<file path="src/rtl/bam_pkg.sv">
// ---------------------------------------------------------------------------
// bam_pkg
// Types and constants shared by the bipartite matcher controller and
// datapath.
// ---------------------------------------------------------------------------
`default_nettype none

package bam_pkg;

  // Storage slots for left rows and right columns
  localparam int HW_SLOTS = 16;
  localparam int IDX_W    = 4;
  localparam int CNT_W    = 5;

  typedef logic [IDX_W-1:0]    idx_t;
  typedef logic [CNT_W-1:0]    cnt_t;
  typedef logic [HW_SLOTS-1:0] row_t;

  typedef enum logic [2:0] {
    ST_LOAD,
    ST_START,
    ST_SEARCH,
    ST_UNWIND,
    ST_EMIT
  } state_t;

  // One parent frame of the augmenting-path walk
  typedef struct packed {
    idx_t left;
    cnt_t next;
    idx_t col;
  } frame_t;

  // Controller to datapath
  typedef struct packed {
    logic load_row;
    logic clear_set;
    logic start_aug;
    logic push;
    logic pop;
    logic assign_col;
    logic unwind;
    logic idx_inc;
    logic idx_clear;
    logic emit;
    logic end_set;
  } cmd_t;

  // Datapath to controller
  typedef struct packed {
    logic cand;
    logic col_free;
    logic sp_zero;
    logic sp_one;
    logic idx_last;
    logic out_busy;
  } status_t;

endpackage

`default_nettype wire

</file>
<file path="src/rtl/bipartite_augmenting_matcher.sv">
// ---------------------------------------------------------------------------
// bipartite_augmenting_matcher
// Maximum bipartite matching over a 16 x 16 adjacency matrix by augmenting
// paths, with a stack-based depth-first search.
// ---------------------------------------------------------------------------
// Usage:
//   The s_ channel takes one adjacency row per word (s_tdata bit j allows
//   right column j); s_tlast closes the set. Rows past the capacity are
//   dropped and flag overflow on every result of that set.
//   Rows load at one per cycle while no set is being searched or emitted.
//   After the closing row, each left row gets one search: a start step,
//   then one push, pop or column assignment per cycle (up to 2 x 15 + 1
//   steps), then the path is written back one stack frame at a time. The
//   search stepper sets the rate, and each row is also loaded and emitted.
//   The m_ channel then gives one word per stored row, in load order, at
//   one per cycle; m_tlast marks the last. While the receiver stalls, the
//   word holds and the rest of the set waits. The next set may load while
//   the final word still waits.
//   Reset (rst, synchronous) empties the row store, frees all columns and
//   drops any pending result.
// ---------------------------------------------------------------------------
`default_nettype none

module bipartite_augmenting_matcher
  import bam_pkg::*;
#(
  parameter int MAX_LEFT  = 16,
  parameter int MAX_RIGHT = 16
) (
  input  wire logic        clk,
  input  wire logic        rst,
  input  wire logic        s_tvalid,
  output logic             s_tready,
  input  wire logic [15:0] s_tdata,   // [15:0] row_bits
  input  wire logic        s_tlast,   // last_row
  output logic             m_tvalid,
  input  wire logic        m_tready,
  output logic [7:0]       m_tdata,   // [3:0] left_index, [7:4] right_index
  output logic [1:0]       m_tuser,   // [0] matched, [1] overflow
  output logic             m_tlast    // last_result
);

  localparam int LEFT_CAP = (MAX_LEFT  < HW_SLOTS) ? MAX_LEFT  : HW_SLOTS;
  localparam int COL_CAP  = (MAX_RIGHT < HW_SLOTS) ? MAX_RIGHT : HW_SLOTS;

  cmd_t    cmd;
  status_t status;
  idx_t    out_left;
  idx_t    out_right;
  logic    out_matched;
  logic    out_overflow;

  bam_ctrl u_ctrl (
    .clk      (clk),
    .rst      (rst),
    .in_valid (s_tvalid),
    .in_last  (s_tlast),
    .in_ready (s_tready),
    .status   (status),
    .cmd      (cmd)
  );

  bam_datapath #(
    .LEFT_CAP (LEFT_CAP),
    .COL_CAP  (COL_CAP)
  ) u_datapath (
    .clk          (clk),
    .rst          (rst),
    .row_bits     (s_tdata),
    .cmd          (cmd),
    .status       (status),
    .out_valid    (m_tvalid),
    .out_ready    (m_tready),
    .out_left     (out_left),
    .out_matched  (out_matched),
    .out_right    (out_right),
    .out_overflow (out_overflow),
    .out_last     (m_tlast)
  );

  // Pack the result word
  assign m_tdata = {out_right, out_left};
  assign m_tuser = {out_overflow, out_matched};

endmodule

`default_nettype wire

</file>
<file path="src/rtl/bam_datapath.sv">
// ---------------------------------------------------------------------------
// bam_datapath
// Row store, column ownership, search stack, column pick and result
// register of the bipartite matcher.
// ---------------------------------------------------------------------------
`default_nettype none

module bam_datapath
  import bam_pkg::*;
#(
  parameter int LEFT_CAP = 16,
  parameter int COL_CAP  = 16
) (
  input  wire logic    clk,
  input  wire logic    rst,
  input  wire row_t    row_bits,
  input  wire cmd_t    cmd,
  output status_t      status,
  output logic         out_valid,
  input  wire logic    out_ready,
  output idx_t         out_left,
  output logic         out_matched,
  output idx_t         out_right,
  output logic         out_overflow,
  output logic         out_last
);

  // Payload storage
  row_t   adj [HW_SLOTS];
  idx_t   own_left [HW_SLOTS];
  idx_t   match_col [HW_SLOTS];
  frame_t stk [HW_SLOTS];

  // Control state
  logic [HW_SLOTS-1:0] own_valid;
  logic [HW_SLOTS-1:0] match_valid;
  row_t  visited;
  cnt_t  row_count;
  logic  dropped;
  idx_t  sp;
  idx_t  cur_left;
  cnt_t  cur_next;
  idx_t  idx;

  row_t   reach;
  row_t   cand_bits;
  idx_t   pick;
  frame_t top;

  // Columns still open to the current frame
  always_comb begin
    for (int b = 0; b < HW_SLOTS; b++) begin
      reach[b] = (CNT_W'(b) >= cur_next) && (b < COL_CAP);
    end
  end

  assign cand_bits = adj[cur_left] & ~visited & reach;

  // Lowest candidate column
  always_comb begin
    pick = '0;
    for (int b = HW_SLOTS - 1; b >= 0; b--) begin
      if (cand_bits[b]) begin
        pick = IDX_W'(b);
      end
    end
  end

  assign top = stk[sp - IDX_W'(1)];

  assign status.cand     = |cand_bits;
  assign status.col_free = !own_valid[pick];
  assign status.sp_zero  = (sp == '0);
  assign status.sp_one   = (sp == IDX_W'(1));
  assign status.idx_last = ({1'b0, idx} + CNT_W'(1)) == row_count;
  assign status.out_busy = out_valid && !out_ready;

  // Control registers
  always_ff @(posedge clk) begin
    if (rst) begin
      own_valid   <= '0;
      match_valid <= '0;
      visited     <= '0;
      row_count   <= '0;
      dropped     <= 1'b0;
      sp          <= '0;
      idx         <= '0;
      out_valid   <= 1'b0;
    end else begin
      // Store or drop an incoming row
      if (cmd.load_row) begin
        if (row_count < CNT_W'(LEFT_CAP)) begin
          row_count <= row_count + CNT_W'(1);
        end else begin
          dropped <= 1'b1;
        end
      end
      if (cmd.clear_set) begin
        own_valid   <= '0;
        match_valid <= '0;
      end
      if (cmd.clear_set || cmd.idx_clear) begin
        idx <= '0;
      end else if (cmd.idx_inc) begin
        idx <= idx + IDX_W'(1);
      end
      // Walk the augmenting path
      if (cmd.start_aug) begin
        visited <= '0;
        sp      <= '0;
      end
      if (cmd.push) begin
        visited[pick] <= 1'b1;
        sp            <= sp + IDX_W'(1);
      end
      if (cmd.pop) begin
        sp <= sp - IDX_W'(1);
      end
      if (cmd.assign_col) begin
        visited[pick]         <= 1'b1;
        own_valid[pick]       <= 1'b1;
        match_valid[cur_left] <= 1'b1;
      end
      if (cmd.unwind) begin
        own_valid[top.col]    <= 1'b1;
        match_valid[top.left] <= 1'b1;
        sp                    <= sp - IDX_W'(1);
      end
      // Result register
      if (cmd.emit) begin
        out_valid <= 1'b1;
      end else if (out_ready) begin
        out_valid <= 1'b0;
      end
      if (cmd.end_set) begin
        row_count <= '0;
        dropped   <= 1'b0;
      end
    end
  end

  // Payload registers
  always_ff @(posedge clk) begin
    if (cmd.load_row && (row_count < CNT_W'(LEFT_CAP))) begin
      adj[row_count[IDX_W-1:0]] <= row_bits;
    end
    if (cmd.start_aug) begin
      cur_left <= idx;
      cur_next <= '0;
    end
    if (cmd.push) begin
      stk[sp]  <= '{left: cur_left, next: CNT_W'(pick) + CNT_W'(1), col: pick};
      cur_left <= own_left[pick];
      cur_next <= '0;
    end
    if (cmd.pop) begin
      cur_left <= top.left;
      cur_next <= top.next;
    end
    if (cmd.assign_col) begin
      own_left[pick]      <= cur_left;
      match_col[cur_left] <= pick;
    end
    if (cmd.unwind) begin
      own_left[top.col]   <= top.left;
      match_col[top.left] <= top.col;
    end
    if (cmd.emit) begin
      out_left     <= idx;
      out_matched  <= match_valid[idx];
      out_right    <= match_valid[idx] ? match_col[idx] : '0;
      out_overflow <= dropped;
      out_last     <= status.idx_last;
    end
  end

endmodule

`default_nettype wire

</file>
<file path="src/rtl/bam_ctrl.sv">
// ---------------------------------------------------------------------------
// bam_ctrl
// Sequencer of the bipartite matcher: row load, one augmenting search per
// left row, path write-back and result emission.
// ---------------------------------------------------------------------------
`default_nettype none

module bam_ctrl
  import bam_pkg::*;
(
  input  wire logic    clk,
  input  wire logic    rst,
  input  wire logic    in_valid,
  input  wire logic    in_last,
  output logic         in_ready,
  input  wire status_t status,
  output cmd_t         cmd
);

  state_t state;
  state_t state_next;
  logic   in_fire;
  logic   aug_done;

  assign in_ready = (state == ST_LOAD);
  assign in_fire  = in_valid && in_ready;

  // Search for the current row ends on a free column at the root, a
  // finished write-back, or an exhausted root frame
  assign aug_done = ((state == ST_SEARCH) && status.sp_zero &&
                     (!status.cand || status.col_free)) ||
                    ((state == ST_UNWIND) && status.sp_one);

  always_ff @(posedge clk) begin
    if (rst) begin
      state <= ST_LOAD;
    end else begin
      state <= state_next;
    end
  end

  // Next state
  always_comb begin
    state_next = state;
    unique case (state)
      ST_LOAD: begin
        if (in_fire && in_last) begin
          state_next = ST_START;
        end
      end
      ST_START: begin
        state_next = ST_SEARCH;
      end
      ST_SEARCH: begin
        if (aug_done) begin
          state_next = status.idx_last ? ST_EMIT : ST_START;
        end else if (status.cand && status.col_free) begin
          state_next = ST_UNWIND;
        end
      end
      ST_UNWIND: begin
        if (aug_done) begin
          state_next = status.idx_last ? ST_EMIT : ST_START;
        end
      end
      ST_EMIT: begin
        if (!status.out_busy && status.idx_last) begin
          state_next = ST_LOAD;
        end
      end
      default: begin
        state_next = ST_LOAD;
      end
    endcase
  end

  // Commands
  always_comb begin
    cmd = '0;
    unique case (state)
      ST_LOAD: begin
        cmd.load_row  = in_fire;
        cmd.clear_set = in_fire && in_last;
      end
      ST_START: begin
        cmd.start_aug = 1'b1;
      end
      ST_SEARCH: begin
        if (status.cand) begin
          cmd.assign_col = status.col_free;
          cmd.push       = !status.col_free;
        end else begin
          cmd.pop = !status.sp_zero;
        end
      end
      ST_UNWIND: begin
        cmd.unwind = 1'b1;
      end
      ST_EMIT: begin
        if (!status.out_busy) begin
          cmd.emit    = 1'b1;
          cmd.end_set = status.idx_last;
          cmd.idx_inc = !status.idx_last;
        end
      end
      default: begin
        cmd = '0;
      end
    endcase
    // Advance to the next row or rewind for emission
    if (aug_done) begin
      cmd.idx_inc   = !status.idx_last;
      cmd.idx_clear = status.idx_last;
    end
  end

endmodule

`default_nettype wire

</file>
<file path="config.mk">
export PLATFORM = sky130hd
export DESIGN_NAME = bipartite_augmenting_matcher
export DESIGN_NICKNAME = d
export VERILOG_FILES = /design/src/rtl/bam_pkg.sv /design/src/rtl/bipartite_augmenting_matcher.sv /design/src/rtl/bam_datapath.sv /design/src/rtl/bam_ctrl.sv
export SDC_FILE = /design/constraint.sdc
export NUM_CORES = 1
export LEC_CHECK = 0
export BUFFER_PORTS_ARGS = -buffer_cell sky130_fd_sc_hd__buf_2
export CAP_MARGIN = 10
export CELL_PAD_IN_SITES_DETAIL_PLACEMENT = 1
export CELL_PAD_IN_SITES_GLOBAL_PLACEMENT = 1
export CORE_UTILIZATION = 30
export CTS_CLUSTER_DIAMETER = 100
export DETAILED_ROUTE_END_ITERATION = 10
export GPL_ROUTABILITY_DRIVEN = 0
export PLACE_DENSITY_LB_ADDON = 0.1
export SLEW_MARGIN = 5
export SYNTH_ARGS = -nofsm -noshare
export SYNTH_HDL_FRONTEND = slang
export SYNTH_SLANG_ARGS = --single-unit
</file>
<file path="constraint.sdc">
create_clock -name clk -period 8.81 [get_ports clk]
set_clock_uncertainty 0.2 [all_clocks]
set_input_delay 1.762 -clock clk [delete_from_list [all_inputs] [get_ports clk]]
set_output_delay 1.762 -clock clk [all_outputs]
set_load 0.05 [all_outputs]
</file>
==> impl_summary.log <==
INFO  metric grt_start_max_net_pins = 62
INFO  metric ys_ff_latch = 682
INFO  metric required = 8840 ps
INFO  metric synth_cells = 1780
INFO  metric first_global_vias = 17.2k
INFO  metric synthesis.area = 28600 um^2
INFO  metric post-route-drc-count = 0
INFO  metric power.leakage = 10.5 nW
INFO  metric timing_worst_setup_path_type = reg -> reg
INFO  metric tns = 0 ps
INFO  metric drive_gt1_share = 19.0%
INFO  metric critical_path_peak_fanout = 47
INFO  metric ys_dominant_reg_cell = edfxtp_1
INFO  metric drt_pre_antenna_iters = 5
INFO  metric antenna_violations_before_repair = 5
INFO  metric clock_sinks = 682
INFO  metric drt_iter0_drc = 1171
INFO  metric worst_path_most_repeated_cell = buf_4
INFO  metric critical_path.reg2reg.endpoint = u_datapath.own_left[4][2]
INFO  metric timing.final.max_slew_violations = 0
INFO  metric final-setup-viol-count = 0
INFO  metric critPathCaptureType = flip-flop
INFO  metric synthTopCellsByArea = edfxtp_1 (64%), mux4_2 (7.7%), dfxtp_1 (4.9%), mux2i_1 (3.9%), a22oi_1 (1.5%)
INFO  metric vias = 16.2k
INFO  metric latest_clock_arrival_within_the_worst_skew_pair = 630 ps
INFO  metric slew_headroom = 20.5%
INFO  metric detail_route.wirelength = 84.3 mm
INFO  metric hold_path_startpoint = u_datapath.dropped
INFO  metric syn_area_per_cell = 16.0 um^2
INFO  metric reg2reg_setup_slack = 1670 ps
INFO  metric worst_r2r_path_depth = 13
INFO  metric place.port_buffers = 33
INFO  metric yosys.cell_count.top_type = edfxtp_1
INFO  metric cp_num_buf_inv = 3
INFO  metric net_count_after_synthesis = 1815
INFO  metric pd_cells = 233 nW/um^2
INFO  metric wl_per_cell = 26.8 um
INFO  metric total_grt_overflow = 0
INFO  metric start_util = 30.5%
INFO  metric timing.critical_path.cells = buf_4 > buf_4 > nand2b_1 > o211a_1 > o211ai_1 > o31ai_1 > a211oi_1 > o31ai_2 > o21ai_2 > nand2_2 > a21boi_0 > inv_1 > nor4_1
INFO  metric critPathLaunchType = flip-flop
INFO  metric post_drt_via_cell_ratio = 5.14
INFO  metric synth_top_cell_by_area = edfxtp_1
INFO  metric coreArea = 93700 um^2
INFO  metric fmax = 140 MHz
INFO  metric timing.critical_path.max_delay_family = compound AO/OA/AOI/OAI gates
INFO  metric stdcell_count = 3147
INFO  metric post_cts.repair.setup_buffers = 0
INFO  metric post-route-min-period = 7140 ps
INFO  metric cts_hold_buf = 0
INFO  metric track_usage = 17.4%
INFO  metric outcome = complete, no violations
INFO  metric cts-resized-gates = 0
INFO  metric tightest_slew = 1190 ps
INFO  metric hold_path_class = reg -> reg
INFO  metric fp-row-count = 112
INFO  metric netlist.area_leader.share = 64.4%
INFO  metric post-dp-hpwl = 55.3 mm
INFO  metric global_route_wire_length_before_repair = 124 mm
INFO  metric max-clock-path-buffers = 3
INFO  metric final.hold.worst_slack = 228 ps
INFO  metric grt_setup_unrepaired = no
INFO  metric worst_path_cell_with_the_longest_stage_delay = nor4_1
INFO  metric synth_edf_count = 612
INFO  metric synth_sequential_area_ratio = 69.3%
INFO  metric path_clk_slew = 60 ps
INFO  metric post_synth_most_frequent_cells = edfxtp_1 (612), mux2i_1 (110), mux4_2 (97)
INFO  metric placed_cells = 3011
INFO  metric die_area = 96400 um^2
INFO  metric cap_violations = 0
INFO  metric die_height = 311 um
INFO  metric critical_path.max_stage_delay = 1050 ps
INFO  metric whs_path_depth = 0
INFO  metric yosysUniqueCellTypes = 83
INFO  metric period_share = 81.0%
INFO  metric chipWidth = 311 um
INFO  metric asyncSetResetFlopFracSynth = 0%
INFO  metric h-tree-depth = 3
INFO  metric cts_root_buf = clkbuf_16
INFO  metric timing_hold_violations_final = 0
INFO  metric finalNetCount = 1872
INFO  metric vdd.ir_drop.worst = 142 uV
INFO  metric yosys_warnings = 0
INFO  metric syn_to_final_growth = 14.5%
INFO  metric drtAntennaViolNets = 0
INFO  metric ios = 34
INFO  metric timing.critical_path.arrival = 7170 ps
INFO  metric clock_tree_from_tritoncts = built
INFO  metric worst_hold_path.endpoint = u_datapath.out_overflow
INFO  metric tritoncts.num_buffers = 78
==> report_power, final <==
| group | leakage (nW) | internal (mW) | switching (mW) | total, mW |
|---|---|---|---|---|
| registers | 6.09 | 3.65 | 0.0273 | 3.67 |
| clock network | 1.19 | 1.88 | 1.30 | 3.17 |
| logic | 3.20 | 0.208 | 0.576 | 0.784 |
==> area by class of cell <==
type / instances / area (um^2)
fillers: 9460 / 61100
flip-flops and latches: 682 / 19800
well taps: 1254 / 1570
clock buffers: 103 / 2140
repair buffers: 81 / 526
inverters: 24 / 90.1
diodes: 1 / 2.50
clock inverters: 32 / 320
multi-input cells: 970 / 8260
==> per-stage QoR <==
step | total power, mW | utilization [%] | instance area (um^2) | setup WS [ps]
2_1_floorplan | 4.21 | - | 28600 | 2430
6_report | 7.63 | 34.9 | 32700 | 1670
5_1_grt | 7.90 | 34.9 | 32700 | 1150
3_3_place_gp | 4.53 | 32.2 | 30200 | 1750
4_1_cts | 7.74 | 34.9 | 32700 | 1630
3_5_place_dp | 4.54 | 32.2 | 30200 | 1670
==> worst max-delay path by stage <==
stage / start / depth (start not counted) / endpoint / slack (ps)
2_1_floorplan: u_datapath.sp[0] / 17 / u_datapath.own_left[10][0] / 2430
3_3_place_gp: flip-flop / 13 / u_datapath.own_left[4][0] / 1750
3_5_place_dp: flip-flop / 13 / u_datapath.own_left[4][2] / 1670
4_1_cts: flip-flop / 13 / u_datapath.own_left[4][2] / 1630
5_1_grt: flip-flop / 13 / u_datapath.own_left[4][0] / 1150
6_report: flip-flop / 13 / u_datapath.own_left[4][2] / 1670
==> layout by cell type, fill, tap and decap left out, types with 6 or more instances in the layout <==
master | Yosys | final
nand3_1 | 52 | 52
o211ai_1 | 10 | 10
a311oi_1 | 7 | 7
edfxtp_1 | 612 | 612
mux4_2 | 97 | 97
buf_4 | 19 | 48
inv_1 | 21 | 21
dfxtp_1 | 70 | 65
clkbuf_1 | 54 | 20
mux2i_1 | 110 | 110
clkinv_1 | 2 | 16
nor2_1 | 89 | 77
bufinv_16 | 0 | 6
clkbuf_16 | 0 | 82
nand2_1 | 78 | 78
a222oi_1 | 16 | 16
and3_1 | 33 | 33
nor3_1 | 37 | 33
or3_1 | 8 | 8
a21oi_1 | 51 | 51
and2_1 | 16 | 16
a211oi_1 | 24 | 24
o21ai_0 | 27 | 25
nor4_1 | 13 | 13
or2_2 | 11 | 11
ha_1 | 14 | 13
nor4b_1 | 7 | 7
nand2b_1 | 15 | 15
nor2b_1 | 30 | 29
mux2_2 | 19 | 19
o311ai_0 | 6 | 6
a31oi_1 | 7 | 7
a22oi_1 | 56 | 56
buf_2 | 15 | 33
a32oi_1 | 6 | 6
nor2_2 | 2 | 10
nand4_1 | 22 | 22
clkinv_2 | 0 | 6
o22ai_1 | 6 | 6
==> cell families (layout without fill, tap and decap cells) <==
group	Yosys count	in the layout	share of synthesized area (%)
other	0	1	0
AO/OA/AOI/OAI	281	281	7.15
buffers and inverters	128	240	2.23
XOR/XNOR	11	11	0.337
adder cells (fa/ha/maj)	14	14	0.613
multiplexers	227	227	12.3
AND/OR/NAND/NOR	437	437	8.11
flip-flops	682	682	69.3
==> routing by layer <==
layer	GRT usage, %	share of wire, %	up-vias	wire (um)
li1	-	-	7272	-
met4	4.73	2.2	0	1840
met3	2.38	2.9	118	2440
met2	29.9	50	297	42600
met5	0	0	-	0
met1	23.0	44	8502	37500
==> sequential cells by signal, indices dropped and copies added (netlist names), 3 cells and up, named ones only <==
register,cells
u_datapath.own_left,64
u_datapath.idx,4
u_ctrl.state,3
u_datapath.own_valid,16
u_datapath.stk,208
u_datapath.cur_left,4
u_datapath.match_col,64
u_datapath.out_left,4
u_datapath.match_valid,16
u_datapath.visited,16
u_datapath.row_count,5
u_datapath.out_right,4
u_datapath.adj,256
u_datapath.sp,4
u_datapath.cur_next,5
No activity file was read; power rests on OpenSTA's default activity.
